**config.mk**
```make
export PLATFORM = sky130hd
export DESIGN_NAME = sha1_stream_hasher
export DESIGN_NICKNAME = d
export VERILOG_FILES = /design/src/rtl/core/sha1_pkg.sv /design/src/rtl/core/sha1_front.sv /design/src/rtl/core/sha1_core.sv /design/src/rtl/core/sha1_stream_hasher.sv
export SDC_FILE = /design/constraint.sdc
export NUM_CORES = 2
export LEC_CHECK = 0
export BUFFER_PORTS_ARGS = -buffer_cell sky130_fd_sc_hd__buf_4
export CAP_MARGIN = 10
export CORE_AREA = 5 5 383 385
export DETAILED_ROUTE_END_ITERATION = 8
export DIE_AREA = 0 0 388 390
export PLACE_DENSITY_LB_ADDON = 0.12
export SLEW_MARGIN = 10
export SYNTH_ARGS = -nofsm -noshare
export SYNTH_HDL_FRONTEND = slang
export SYNTH_SLANG_ARGS = --single-unit
```
**constraint.sdc**
```tcl
create_clock -name clk -period 8.3 [get_ports clk]
set_input_delay 0.415 -clock clk [delete_from_list [all_inputs] [get_ports clk]]
set_output_delay 0.415 -clock clk [all_outputs]
set_load 0.02 [all_outputs]
```
**src/rtl/core/sha1_pkg.sv**
```systemverilog
// ----------------------------------------------------------------------------
// sha1_pkg
// Shared types and constants for the SHA-1 stream hasher.
// ----------------------------------------------------------------------------
package sha1_pkg;

	localparam int WordW  = 32;
	localparam int FifoDepth = 4;

	localparam logic [31:0] H0 = 32'h67452301;
	localparam logic [31:0] H1 = 32'hefcdab89;
	localparam logic [31:0] H2 = 32'h98badcfe;
	localparam logic [31:0] H3 = 32'h10325476;
	localparam logic [31:0] H4 = 32'hc3d2e1f0;

	localparam logic [31:0] K0 = 32'h5a827999;
	localparam logic [31:0] K1 = 32'h6ed9eba1;
	localparam logic [31:0] K2 = 32'h8f1bbcdc;
	localparam logic [31:0] K3 = 32'hca62c1d6;

	localparam logic [7:0] PadByte = 8'h80;

	// classified beat handed from front to back
	typedef struct packed {
		logic [31:0] word;
		logic [2:0]  nbytes;
		logic        last;
	} sha1_beat_t;

	function automatic logic [31:0] sha1_k(input logic [6:0] rnd);
		if (rnd < 7'd20) return K0;
		else if (rnd < 7'd40) return K1;
		else if (rnd < 7'd60) return K2;
		else return K3;
	endfunction

	function automatic logic [31:0] sha1_f(input logic [6:0] rnd, input logic [31:0] x,
			input logic [31:0] y, input logic [31:0] z);
		if (rnd < 7'd20) return (x & y) ^ (~x & z);
		else if (rnd >= 7'd40 && rnd < 7'd60) return (x & y) ^ (x & z) ^ (y & z);
		else return x ^ y ^ z;
	endfunction

endpackage

```
**src/rtl/core/sha1_front.sv**
```systemverilog
// ----------------------------------------------------------------------------
// sha1_front
// Accepts message beats, clamps byte counts and queues them for the core.
// ----------------------------------------------------------------------------
module sha1_front import sha1_pkg::*; #(
	parameter int Depth = FifoDepth
) (
	input  logic        clk,
	input  logic        arst_n,
	input  logic        valid,
	output logic        stall,
	input  logic [31:0] message_word,
	input  logic [2:0]  valid_bytes,
	input  logic        final_word,
	output logic        q_valid,
	input  logic        q_take,
	output sha1_beat_t  q_beat
);
	localparam int AW = $clog2(Depth);

	sha1_beat_t mem_q [Depth];
	logic [AW-1:0] wr_q, rd_q;
	logic [AW:0]   cnt_q;
	logic          push, pop;
	sha1_beat_t    beat;

	assign stall   = (cnt_q == (AW+1)'(Depth));
	assign push    = valid && !stall;
	assign q_valid = (cnt_q != '0);
	assign pop     = q_valid && q_take;
	assign q_beat  = mem_q[rd_q];

	always_comb begin
		beat.word = message_word;
		beat.last = final_word;
		if (!final_word || valid_bytes > 3'd4) beat.nbytes = 3'd4;
		else beat.nbytes = valid_bytes;
	end

	always_ff @(posedge clk) begin
		if (push) mem_q[wr_q] <= beat;
	end

	always_ff @(posedge clk or negedge arst_n) begin
		if (!arst_n) begin
			wr_q  <= '0;
			rd_q  <= '0;
			cnt_q <= '0;
		end else begin
			if (push) wr_q <= (wr_q == AW'(Depth-1)) ? '0 : wr_q + 1'b1;
			if (pop)  rd_q <= (rd_q == AW'(Depth-1)) ? '0 : rd_q + 1'b1;
			cnt_q <= cnt_q + (AW+1)'(push) - (AW+1)'(pop);
		end
	end
endmodule

```
**src/rtl/core/sha1_core.sv**
```systemverilog
// ----------------------------------------------------------------------------
// sha1_core
// Block assembly, padding, 80-round compression and digest output.
// ----------------------------------------------------------------------------
module sha1_core import sha1_pkg::*; (
	input  logic        clk,
	input  logic        arst_n,
	input  logic        q_valid,
	output logic        q_take,
	input  sha1_beat_t  q_beat,
	output logic        out_valid,
	input  logic        out_stall,
	output logic [31:0] digest_word,
	output logic [2:0]  digest_index,
	output logic        digest_last
);
	localparam logic [2:0] ST_IN   = 3'd0;
	localparam logic [2:0] ST_PAD  = 3'd1;
	localparam logic [2:0] ST_RND  = 3'd2;
	localparam logic [2:0] ST_ADD  = 3'd3;
	localparam logic [2:0] ST_OUT  = 3'd4;

	logic [2:0]  state_q;
	logic [31:0] w_q [16];
	logic [31:0] h_q [5];
	logic [31:0] a_q, b_q, c_q, d_q, e_q;
	logic [3:0]  slot_q;
	logic [63:0] len_q;
	logic [6:0]  rnd_q;
	logic        padding_q;   // block being compressed is part of padding
	logic        extra_q;     // 0x80 word still owed (four-byte final)
	logic        len_next_q;  // 0x80 landed in slot 14, length goes in next block
	logic        len_written_q;
	logic [2:0]  oidx_q;

	logic [31:0] pad_word, wsched, wcur, t;
	logic [31:0] keep;
	logic [3:0]  ri;
	logic        wr_en;
	logic [31:0] wr_data;

	assign ri = rnd_q[3:0];
	assign wsched = w_q[ri+4'd13] ^ w_q[ri+4'd8] ^ w_q[ri+4'd2] ^ w_q[ri];
	assign wcur = (rnd_q >= 7'd16) ? {wsched[30:0], wsched[31]} : w_q[ri];
	assign t = {a_q[26:0], a_q[31:27]} + sha1_f(rnd_q, b_q, c_q, d_q) + e_q
		+ sha1_k(rnd_q) + wcur;

	assign q_take = (state_q == ST_IN);

	always_comb begin
		case (q_beat.nbytes)
			3'd0: keep = 32'h0;
			3'd1: keep = 32'hff000000;
			3'd2: keep = 32'hffff0000;
			3'd3: keep = 32'hffffff00;
			default: keep = 32'hffffffff;
		endcase
		case (q_beat.nbytes)
			3'd0: pad_word = {PadByte, 24'h0};
			3'd1: pad_word = {8'h0, PadByte, 16'h0};
			3'd2: pad_word = {16'h0, PadByte, 8'h0};
			3'd3: pad_word = {24'h0, PadByte};
			default: pad_word = 32'h0;
		endcase
		pad_word = pad_word | (q_beat.word & keep);
	end

	// word to store this cycle (input or padding)
	always_comb begin
		wr_en = 1'b0;
		wr_data = 32'h0;
		if (state_q == ST_IN && q_valid) begin
			wr_en = 1'b1;
			wr_data = pad_word;
		end else if (state_q == ST_PAD) begin
			wr_en = 1'b1;
			if (extra_q) wr_data = {PadByte, 24'h0};
			else if (!len_next_q && slot_q == 4'd14) wr_data = len_q[63:32];
			else if (!len_next_q && slot_q == 4'd15) wr_data = len_q[31:0];
			else wr_data = 32'h0;
		end
	end

	assign out_valid    = (state_q == ST_OUT);
	assign digest_word  = h_q[oidx_q];
	assign digest_index = oidx_q;
	assign digest_last  = (oidx_q == 3'd4);

	always_ff @(posedge clk) begin
		if (wr_en) w_q[slot_q] <= wr_data;
		else if (state_q == ST_RND && rnd_q >= 7'd16) w_q[ri] <= wcur;
		if (state_q == ST_RND) begin
			a_q <= t;
			b_q <= a_q;
			c_q <= {b_q[1:0], b_q[31:2]};
			d_q <= c_q;
			e_q <= d_q;
		end else begin
			a_q <= h_q[0];
			b_q <= h_q[1];
			c_q <= h_q[2];
			d_q <= h_q[3];
			e_q <= h_q[4];
		end
	end

	always_ff @(posedge clk or negedge arst_n) begin
		if (!arst_n) begin
			state_q   <= ST_IN;
			h_q[0] <= H0; h_q[1] <= H1; h_q[2] <= H2; h_q[3] <= H3; h_q[4] <= H4;
			slot_q    <= '0;
			len_q     <= '0;
			rnd_q     <= '0;
			padding_q <= 1'b0;
			extra_q   <= 1'b0;
			len_next_q <= 1'b0;
			len_written_q <= 1'b0;
			oidx_q    <= '0;
		end else begin
			case (state_q)
				ST_IN: begin
					if (q_valid) begin
						slot_q <= slot_q + 4'd1;
						len_q  <= len_q + {58'h0, q_beat.nbytes, 3'b000};
						if (q_beat.last) begin
							padding_q  <= 1'b1;
							extra_q    <= (q_beat.nbytes == 3'd4);
							len_next_q <= (q_beat.nbytes != 3'd4) && (slot_q == 4'd14);
						end
						if (slot_q == 4'd15) begin
							rnd_q <= '0;
							state_q <= ST_RND;
						end else if (q_beat.last) begin
							state_q <= ST_PAD;
						end
					end
				end
				ST_PAD: begin
					extra_q <= 1'b0;
					slot_q <= slot_q + 4'd1;
					if (slot_q == 4'd15) begin
						len_next_q <= 1'b0;
						if (!extra_q && !len_next_q) len_written_q <= 1'b1;
						rnd_q <= '0;
						state_q <= ST_RND;
					end else if (extra_q) begin
						len_next_q <= (slot_q == 4'd14);
					end
				end
				ST_RND: begin
					rnd_q <= rnd_q + 7'd1;
					if (rnd_q == 7'd79) state_q <= ST_ADD;
				end
				ST_ADD: begin
					h_q[0] <= h_q[0] + a_q;
					h_q[1] <= h_q[1] + b_q;
					h_q[2] <= h_q[2] + c_q;
					h_q[3] <= h_q[3] + d_q;
					h_q[4] <= h_q[4] + e_q;
					if (!padding_q) state_q <= ST_IN;
					else if (len_written_q) begin
						oidx_q <= '0;
						state_q <= ST_OUT;
					end else state_q <= ST_PAD;
				end
				ST_OUT: begin
					if (!out_stall) begin
						oidx_q <= oidx_q + 3'd1;
						if (oidx_q == 3'd4) begin
							h_q[0] <= H0; h_q[1] <= H1; h_q[2] <= H2;
							h_q[3] <= H3; h_q[4] <= H4;
							slot_q <= '0;
							len_q <= '0;
							padding_q <= 1'b0;
							len_written_q <= 1'b0;
							state_q <= ST_IN;
						end
					end
				end
				default: state_q <= ST_IN;
			endcase
		end
	end
endmodule

```
**src/rtl/core/sha1_stream_hasher.sv**
```systemverilog
// ----------------------------------------------------------------------------
// sha1_stream_hasher
// SHA-1 over a stream of 32-bit message words, five digest beats per message.
// ----------------------------------------------------------------------------
// Each beat is queued by the front end; the core stores one word per cycle
// while beats are queued and runs one round per cycle. A 16-word block is
// stored, put through 80 rounds and added into the hash; no words are taken
// meanwhile. After the final beat the core writes padding words one per cycle,
// runs one or two more compressions, then sends five digest beats, index 0
// first. The input stays open while the queue has room.
module sha1_stream_hasher import sha1_pkg::*; #(
	parameter int Depth = FifoDepth
) (
	input  logic        clk,
	input  logic        arst_n,
	input  logic        in_valid,
	output logic        in_stall,
	input  logic [31:0] message_word,
	input  logic [2:0]  valid_bytes,
	input  logic        final_word,
	output logic        out_valid,
	input  logic        out_stall,
	output logic [31:0] digest_word,
	output logic [2:0]  digest_index,
	output logic        digest_last
);
	logic       q_valid, q_take;
	sha1_beat_t q_beat;

	sha1_front #(.Depth(Depth)) u_front (
		.clk, .arst_n, .valid(in_valid), .stall(in_stall),
		.message_word, .valid_bytes, .final_word,
		.q_valid, .q_take, .q_beat
	);

	sha1_core u_core (
		.clk, .arst_n, .q_valid, .q_take, .q_beat,
		.out_valid, .out_stall, .digest_word, .digest_index, .digest_last
	);
endmodule
```
# --- After elaboration in Yosys (flattened, before gate mapping) ---
# Memories as Yosys holds them, arrays and structs flattened.
# Cells that the tools add are included.
word_totals:
  register_bits: 412
  ram_bits: 656
  input_bits: 40
  output_inout_bits: 38
  word_cells: 207
  memories: 2
classes:
  add_sub_neg: 20
  n_lt_le_gt_ge: 7
  n_eq_ne: 27
  n_mux: 80
  bitwise: 16
  n_reduce_logical: 33
memory_table:
  columns: ["memory", "depth", "width", "read_ports", "rd_ports_with_merged_regs", "write_ports", "line_no", "source"]
  rows:
  - ["u_core.w_q", 16, 32, 4, 0, 1, "sha1_core.sv:24", "logic [31:0] w_q [16];"]
  - ["u_front.mem_q", 4, 36, 1, 0, 1, "sha1_front.sv:21", "sha1_beat_t mem_q [Depth];"]
ops:
  columns: ["operator", "count"]
  rows:
  - ["32-bit 2-to-1 mux", 18]
  - ["160-bit 2-to-1 mux", 2]
  - ["160-bit case mux with 2 select lines", 1]
  - ["32-bit adder", 9]
  - ["32-bit case mux with 4 select lines", 2]
  - ["32-bit XOR", 8]
  - ["64-bit 2-to-1 mux", 3]
  - ["32-bit AND", 5]
  - ["64-bit case mux with 2 select lines", 1]
  - ["32-bit binary-select mux with 3-bit select", 1]
  - ["64-bit by 6-bit adder with 64-bit output", 1]
  - ["3-bit 2-to-1 mux", 13]
  - ["32-bit NOT", 1]
  - ["32-bit OR", 1]
  - ["32-bit OR reduction", 1]
  - ["31-bit 2-to-1 mux", 1]
  - ["1-bit 2-to-1 mux", 22]
  - ["7-bit case mux with 3 select lines", 1]
  - ["4-bit 2-to-1 mux", 4]
  - ["4-bit AND reduction", 4]
  - ["3-bit case mux with 5 select lines", 1]
  - ["7-bit by 6-bit less-than comparator with 1-bit output, second input constant", 2]
  - ["7-bit 2-to-1 mux", 2]
  - ["3-bit by 2-bit equality test with 1-bit output, second input constant", 4]
  - ["38 further kinds", 75]

# --- Longest topological paths before layout ---
depth:
  word_depth: 10
  mapped_depth: 35
  mapped_depth_nobuf: 27

# --- Hierarchy ---
# From an unflattened synthesis, not the netlist that was laid out.
hier_totals:
  cells_unflattened: 5127
  hier_area_um2: 63654.8
by_module_without_submodules:
  columns: ["module", "instances", "cells_per_inst", "area_per_inst_um2", "seq_area_each_um2"]
  rows:
  - ["sha1_core", 1, 4890, 57959.3, 24733.7]
  - ["sha1_front", 1, 237, 5695.5, 4499.3]

# --- Worst setup path before layout ---
# OpenSTA, ideal clock, no wires.
synth_timing:
  path_kind: "register to register"
  start: "register u_core.rnd_q[0]"
  end: "register u_core.a_q[30]"
  setup_time_ns: 0.136
  t_arrival_ns: 7.685
  required_time_ns: 8.164
  path_slack_ns: 0.479
  stages_incl_launch_ff: 36
  path_buffers: 9
  synth_period_minus_slack_ns: 7.821
  path_cell_list: "dfrtp_1 -> buf_6 -> buf_6 -> buf_4 -> buf_6 -> buf_2 -> buf_2 -> inv_1 -> ha_1 -> buf_4 -> buf_2 -> buf_2 -> mux4_2 -> mux4_2 -> xnor2_1 -> xnor2_1 -> nor2b_1 -> a31oi_1 -> fa_1 -> inv_1 -> fa_1 -> inv_1 -> fa_1 -> inv_1 -> ha_1 -> o21a_1 -> a2111oi_2 -> o31ai_1 -> a21oi_1 -> o21ai_1 -> and3_1 -> a21oi_1 -> a21oi_1 -> nor2b_1 -> a31oi_1 -> o221ai_1"
synth_via:
  elab_chain_cells: 9
  elab_cells_between_ends: 24
  classes_between: "add/sub: 7; order compare: 5; mux: 7; bitwise: 3; reduce/logical: 1; memory: 1"
synth_rtl:
  columns: ["element", "line_no", "source"]
  rows:
  - ["start, declared", "sha1_core.sv:29", "logic [6:0] rnd_q;"]
  - ["start signal, assigned", "sha1_core.sv:151", "rnd_q <= rnd_q + 7'd1;"]
  - ["7-bit by 6-bit greater-or-equal comparator with 1-bit output / 7-bit by 6-bit less-than comparator with 1-bit output (equally long branches)", "sha1_pkg.sv:40, sha1_pkg.sv:33", null]
  - ["1-bit logical AND", "sha1_pkg.sv:40", "else if (rnd >= 7'd40 && rnd < 7'd60) return (x & y) ^ (x & z) ^ (y & z);"]
  - ["32-bit 2-to-1 mux", "sha1_pkg.sv:40", null]
  - ["32-bit 2-to-1 mux", "sha1_pkg.sv:39", "if (rnd < 7'd20) return (x & y) ^ (~x & z);"]
  - ["32-bit adder (2 in a row)", "sha1_core.sv:45", "assign t = {a_q[26:0], a_q[31:27]} + sha1_f(rnd_q, b_q, c_q, d_q) + e_q"]
  - ["32-bit adder", "sha1_core.sv:46", "+ sha1_k(rnd_q) + wcur;"]
  - ["32-bit adder *", "sha1_core.sv:46", null]
  - ["32-bit 2-to-1 mux *", "sha1_core.sv:92", "if (state_q == ST_RND) begin"]
  - ["end signal, assigned", "sha1_core.sv:93", "a_q <= t;"]
  - ["end signal, assigned", "sha1_core.sv:99", "a_q <= h_q[0];"]
  - ["end, declared", "sha1_core.sv:26", "logic [31:0] a_q, b_q, c_q, d_q, e_q;"]
# Every way passes the cells marked *; elsewhere a longest branch is shown, timed or not.
# A chain may end at the register's enable or synchronous reset.

# --- Worst setup path in the final report ---
layout_timing:
  start: "register u_core.rnd_q[0]"
  end: "register u_core.a_q[29]"
# Same word-level chain as after synthesis.

==> results.yml <==
finish:
  area_overhead_of_the_layout_relative_to_synthesis_pct: 11.63
  filler_cell_count: 12430
  sequential_cell_area_um2: 29250
  final_layout_size_suffix_gt1_share_pct: 20.21
  finish.cell_count_without_fillers: 7234
  multiInputGateArea_um2: 32490
  num-nets-final: 5598
logic_synthesis:
  synth_area_leader_cell: "sky130_fd_sc_hd__edfxtp_1"
  postSynth.asyncResetShare_pct: 23.38
  synth_compound_gate_area_share_pct: 9.360
  syn-instance-count: 5165
  synthMuxAreaShare_pct: 19.63
  average_cell_area_after_synthesis_um2: 12.33
  yosys.area_share.xor_xnor_pct: 4.139
  synth_edf_count: 656
  synth-seq-cells: 1065
  synth_top_area_share_pct: 30.93
  netlist_top_cells_area: "sky130_fd_sc_hd__edfxtp_1 31%, sky130_fd_sc_hd__mux4_2 18%, sky130_fd_sc_hd__dfrtp_1 6.6%, sky130_fd_sc_hd__dfxtp_1 5.0%, sky130_fd_sc_hd__nand2_1 4.2%"
  seq_area_frac_synth_pct: 45.89
  synth_top_family_by_area: "multiplexers"
  yosysUniqueCellTypes: 94
  post_synth_fa_ha_maj_area_fraction_pct: 8.085
  synth_fp_nets: 5541
  yosys_warn_count: 0
  ys.flop_type: "sky130_fd_sc_hd__edfxtp_1"
  synth_area_um2: 63700
  synth_simple_gate_area_share_pct: 9.403
timing:
  timing.max_slew.rel_slack_pct: 23.29
  fin_setup_tns_ns: 0
  rsz0062_at_grt: "no"
  hold-worst-slack_ns: 0.06558
  layout_worst_path_cycle_share_pct: 93.80
  tightestPinTransition_ns: 1.143
  maxSlewViolCount: 0
  final.setup.worst_slack_ns: 0.5146
  fmax_mhz: 128.4
  final-setup-viol-count: 0
  period_minus_slack_ns: 7.785
  final-hold-violation-count: 0
  finalClockSkew_ns: 0.05993
routing:
  route.detailed.vias_per_inst: 6.060
  routed_wire_length_per_instance_um: 26.29
  detailroute.via_count: 43840
  finalWirelength_mm: 190.2
  drtAntennaViolNets: 0
  drt_pre_antenna_iters: 8
  drc: 0
  drtIter0Drc: 3738
die:
  floorplan.die.width_um: 388
  io-pin-count: 78
  die_h_um: 390
  initial_core_util_pct: 44.61
  core_region_area_um2: 142800
  core.rowCount: 139
  design.die.area_um2: 151300
placed_design:
  gp_congestion: 0.8753
  dp_cells: 6969
  buffer_ports.inserted: 77
  detailedPlacementHpwl_mm: 126.2
  place_worst_setup_slack_ns: 0.5827
global_routing:
  grt.total_usage_pct: 24.88
  grt_max_degree: 209
  grt_antenna_before_repair: 2
  grt_first_pass_wirelength_mm: 284.8
  overflow: 0
  grt_pass1_vias: 43190
critical_path:
  critPathBufInv: 5
  r2r_slack_ns: 0.51
  worst_setup_path_startpoint: "u_core.rnd_q[0]"
  timing_worst_setup_path_type: "reg -> reg"
  worst-endpoint-required_ns: 8.89
  timing.critical_path.max_delay_family: "compound AO/OA/AOI/OAI gates"
  startpoint_type: "flip-flop"
  max_stage_delay_ns: 0.63
  worst-endpoint-arrival_ns: 8.38
  cp_slowest_cell: "sky130_fd_sc_hd__ha_4"
  critPathMaxFanout: 30
  worst_r2r_startpoint: "u_core.rnd_q[0]"
  timing.critical_path.to_type: "flip-flop"
clock_tree:
  cts_sinks: 1065
  clockBufferDepth: 3
  tritoncts: "built"
  cts_htree_levels: 3
  clk_transition_reported_paths_ns: 0.07
  clock_insertion_delay_worst_skew_ns: 0.80
  post_cts_resize_count: 0
  cts_inserted_buffers: 120
  ctsRootBufferMaster: "sky130_fd_sc_hd__clkbuf_16"
min_path:
  worstHoldStart: "valid_bytes[0]"
  worstHoldPathType: "in -> reg"
job:
  maxCapViolations: 0
run_status:
  status: "complete, no violations"
==> cells in the mapped netlist, types with 22 or more instances <==
library cell and n:
sky130_fd_sc_hd__fa_1 126, sky130_fd_sc_hd__mux4_2 516, sky130_fd_sc_hd__dfstp_2 80, sky130_fd_sc_hd__o21ai_0 329
sky130_fd_sc_hd__nor2_1 224, sky130_fd_sc_hd__o21ai_1 22, sky130_fd_sc_hd__buf_2 62, sky130_fd_sc_hd__and3_1 38
sky130_fd_sc_hd__dfxtp_1 160, sky130_fd_sc_hd__or3_1 24, sky130_fd_sc_hd__nand3_1 127, sky130_fd_sc_hd__a21o_1 77
sky130_fd_sc_hd__nor2b_1 45, sky130_fd_sc_hd__a21oi_1 214, sky130_fd_sc_hd__a31oi_1 57, sky130_fd_sc_hd__edfxtp_1 656
sky130_fd_sc_hd__mux2i_1 69, sky130_fd_sc_hd__a211oi_1 36, sky130_fd_sc_hd__nor3_1 74, sky130_fd_sc_hd__buf_1 33
sky130_fd_sc_hd__a222oi_1 22, sky130_fd_sc_hd__nand2b_1 31, sky130_fd_sc_hd__xor2_1 119, sky130_fd_sc_hd__inv_1 267
sky130_fd_sc_hd__clkbuf_1 165, sky130_fd_sc_hd__dfrtp_1 169, sky130_fd_sc_hd__ha_1 210, sky130_fd_sc_hd__nand2_1 715
sky130_fd_sc_hd__o21a_1 26, sky130_fd_sc_hd__xnor2_1 182
==> sequential cells by signal, indices dropped and copies added (netlist names), 61 cells and up <==
name and cells:
u_core.w_q 512, u_core.h_q 160, u_front.mem_q 144, u_core.len_q 61
==> routing by layer <==
metal  vias to the layer above  share of wire [%]  global-route usage, %  routed length (µm)
met5                         -                  0                      0                   0
met4                         0                2.8                  6.487                5387
met3                       274                5.6                  3.287               10660
met2                      1448                 48                  41.22               91470
met1                     22580                 43                  34.96               82700
li1                      19540                  -                      -                   -
==> worst paths after layout <==
path	end	depth (start not counted)
setup / recovery	u_core.a_q[29]	27
hold / removal	u_front.mem_q[1][1]	3
setup reg to reg	u_core.a_q[29]	27
hold reg to reg	u_core.d_q[0]	2
max in group asynchronous	u_core.h_q[110]	3
min in group asynchronous	u_core.h_q[35]	2
==> cells in the final DEF, fill, tap and decap left out, types with 25 or more instances in the layout <==
master and instances:
sky130_fd_sc_hd__dfstp_2 80, sky130_fd_sc_hd__nand3_1 125, sky130_fd_sc_hd__fa_1 126, sky130_fd_sc_hd__a31oi_1 57, sky130_fd_sc_hd__a21o_1 77, sky130_fd_sc_hd__buf_4 169, sky130_fd_sc_hd__a211oi_1 36, sky130_fd_sc_hd__ha_1 208
sky130_fd_sc_hd__o21ai_1 25, sky130_fd_sc_hd__o21a_1 26, sky130_fd_sc_hd__clkinv_2 26, sky130_fd_sc_hd__nand2b_1 31, sky130_fd_sc_hd__mux2i_1 69, sky130_fd_sc_hd__nor3_1 73, sky130_fd_sc_hd__dfxtp_1 160, sky130_fd_sc_hd__edfxtp_1 656
sky130_fd_sc_hd__clkbuf_16 120, sky130_fd_sc_hd__a21oi_1 212, sky130_fd_sc_hd__dlygate4sd3_1 34, sky130_fd_sc_hd__o21ai_0 326, sky130_fd_sc_hd__nor2b_1 45, sky130_fd_sc_hd__mux4_2 516, sky130_fd_sc_hd__and3_1 36, sky130_fd_sc_hd__inv_1 267
sky130_fd_sc_hd__xnor2_1 180, sky130_fd_sc_hd__nand2_1 714, sky130_fd_sc_hd__xor2_1 118, sky130_fd_sc_hd__dfrtp_1 163, sky130_fd_sc_hd__nor2_1 205
==> through the flow <==
| step | utilization, % | instance area, µm² |
|---|---|---|
| after floorplan | - | 63700 |
| after CTS | 49.79 | 71090 |
| after detailed placement | 46.63 | 66580 |
| final | 49.80 | 71110 |
| after global placement | 46.63 | 66580 |
| after global routing | 49.80 | 71110 |
==> worst register-to-register path: cells and delay by family (launching register included) <==
kind	cells	cell delay, ns
buf+inv	5	0.71
xor+xnor	3	0.57
mux	2	0.84
compound gates	9	2.43
fa+ha+maj	5	2.22
flops	1	0.52
simple gates	3	0.33
==> timing repair <==
item                                   in CTS  in global routing
setup buffers                               0                  0
hold buffers                               34                  0
endpoints found under the hold margin     170                  0
==> logic make-up (layout without fill, tap and decap cells) <==
| kind of cell | after synthesis | count (layout) |
|---|---|---|
| adders and majority gates | 336 | 336 |
| muxes | 602 | 602 |
| xor gates and xnor gates | 301 | 301 |
| DFF | 1065 | 1065 |
| buffers and inverters | 548 | 713 |
| and+or+nand+nor | 1360 | 1360 |
| AOI/OAI and AO/OA | 953 | 953 |
| other | 0 | 1 |
==> area by class of cell <==
type,count,area share [%]
antenna,1,0.003519
clock buffer,147,4.478
clock inverter,83,1.383
inverter,270,1.429
multi-input combinational,3552,45.69
sequential,1065,41.13
tap,1903,3.348
timing repair buffer,213,2.537
Power is not shown: default switching activity piles up to over one toggle a cycle in this logic, so the estimate is an artifact.
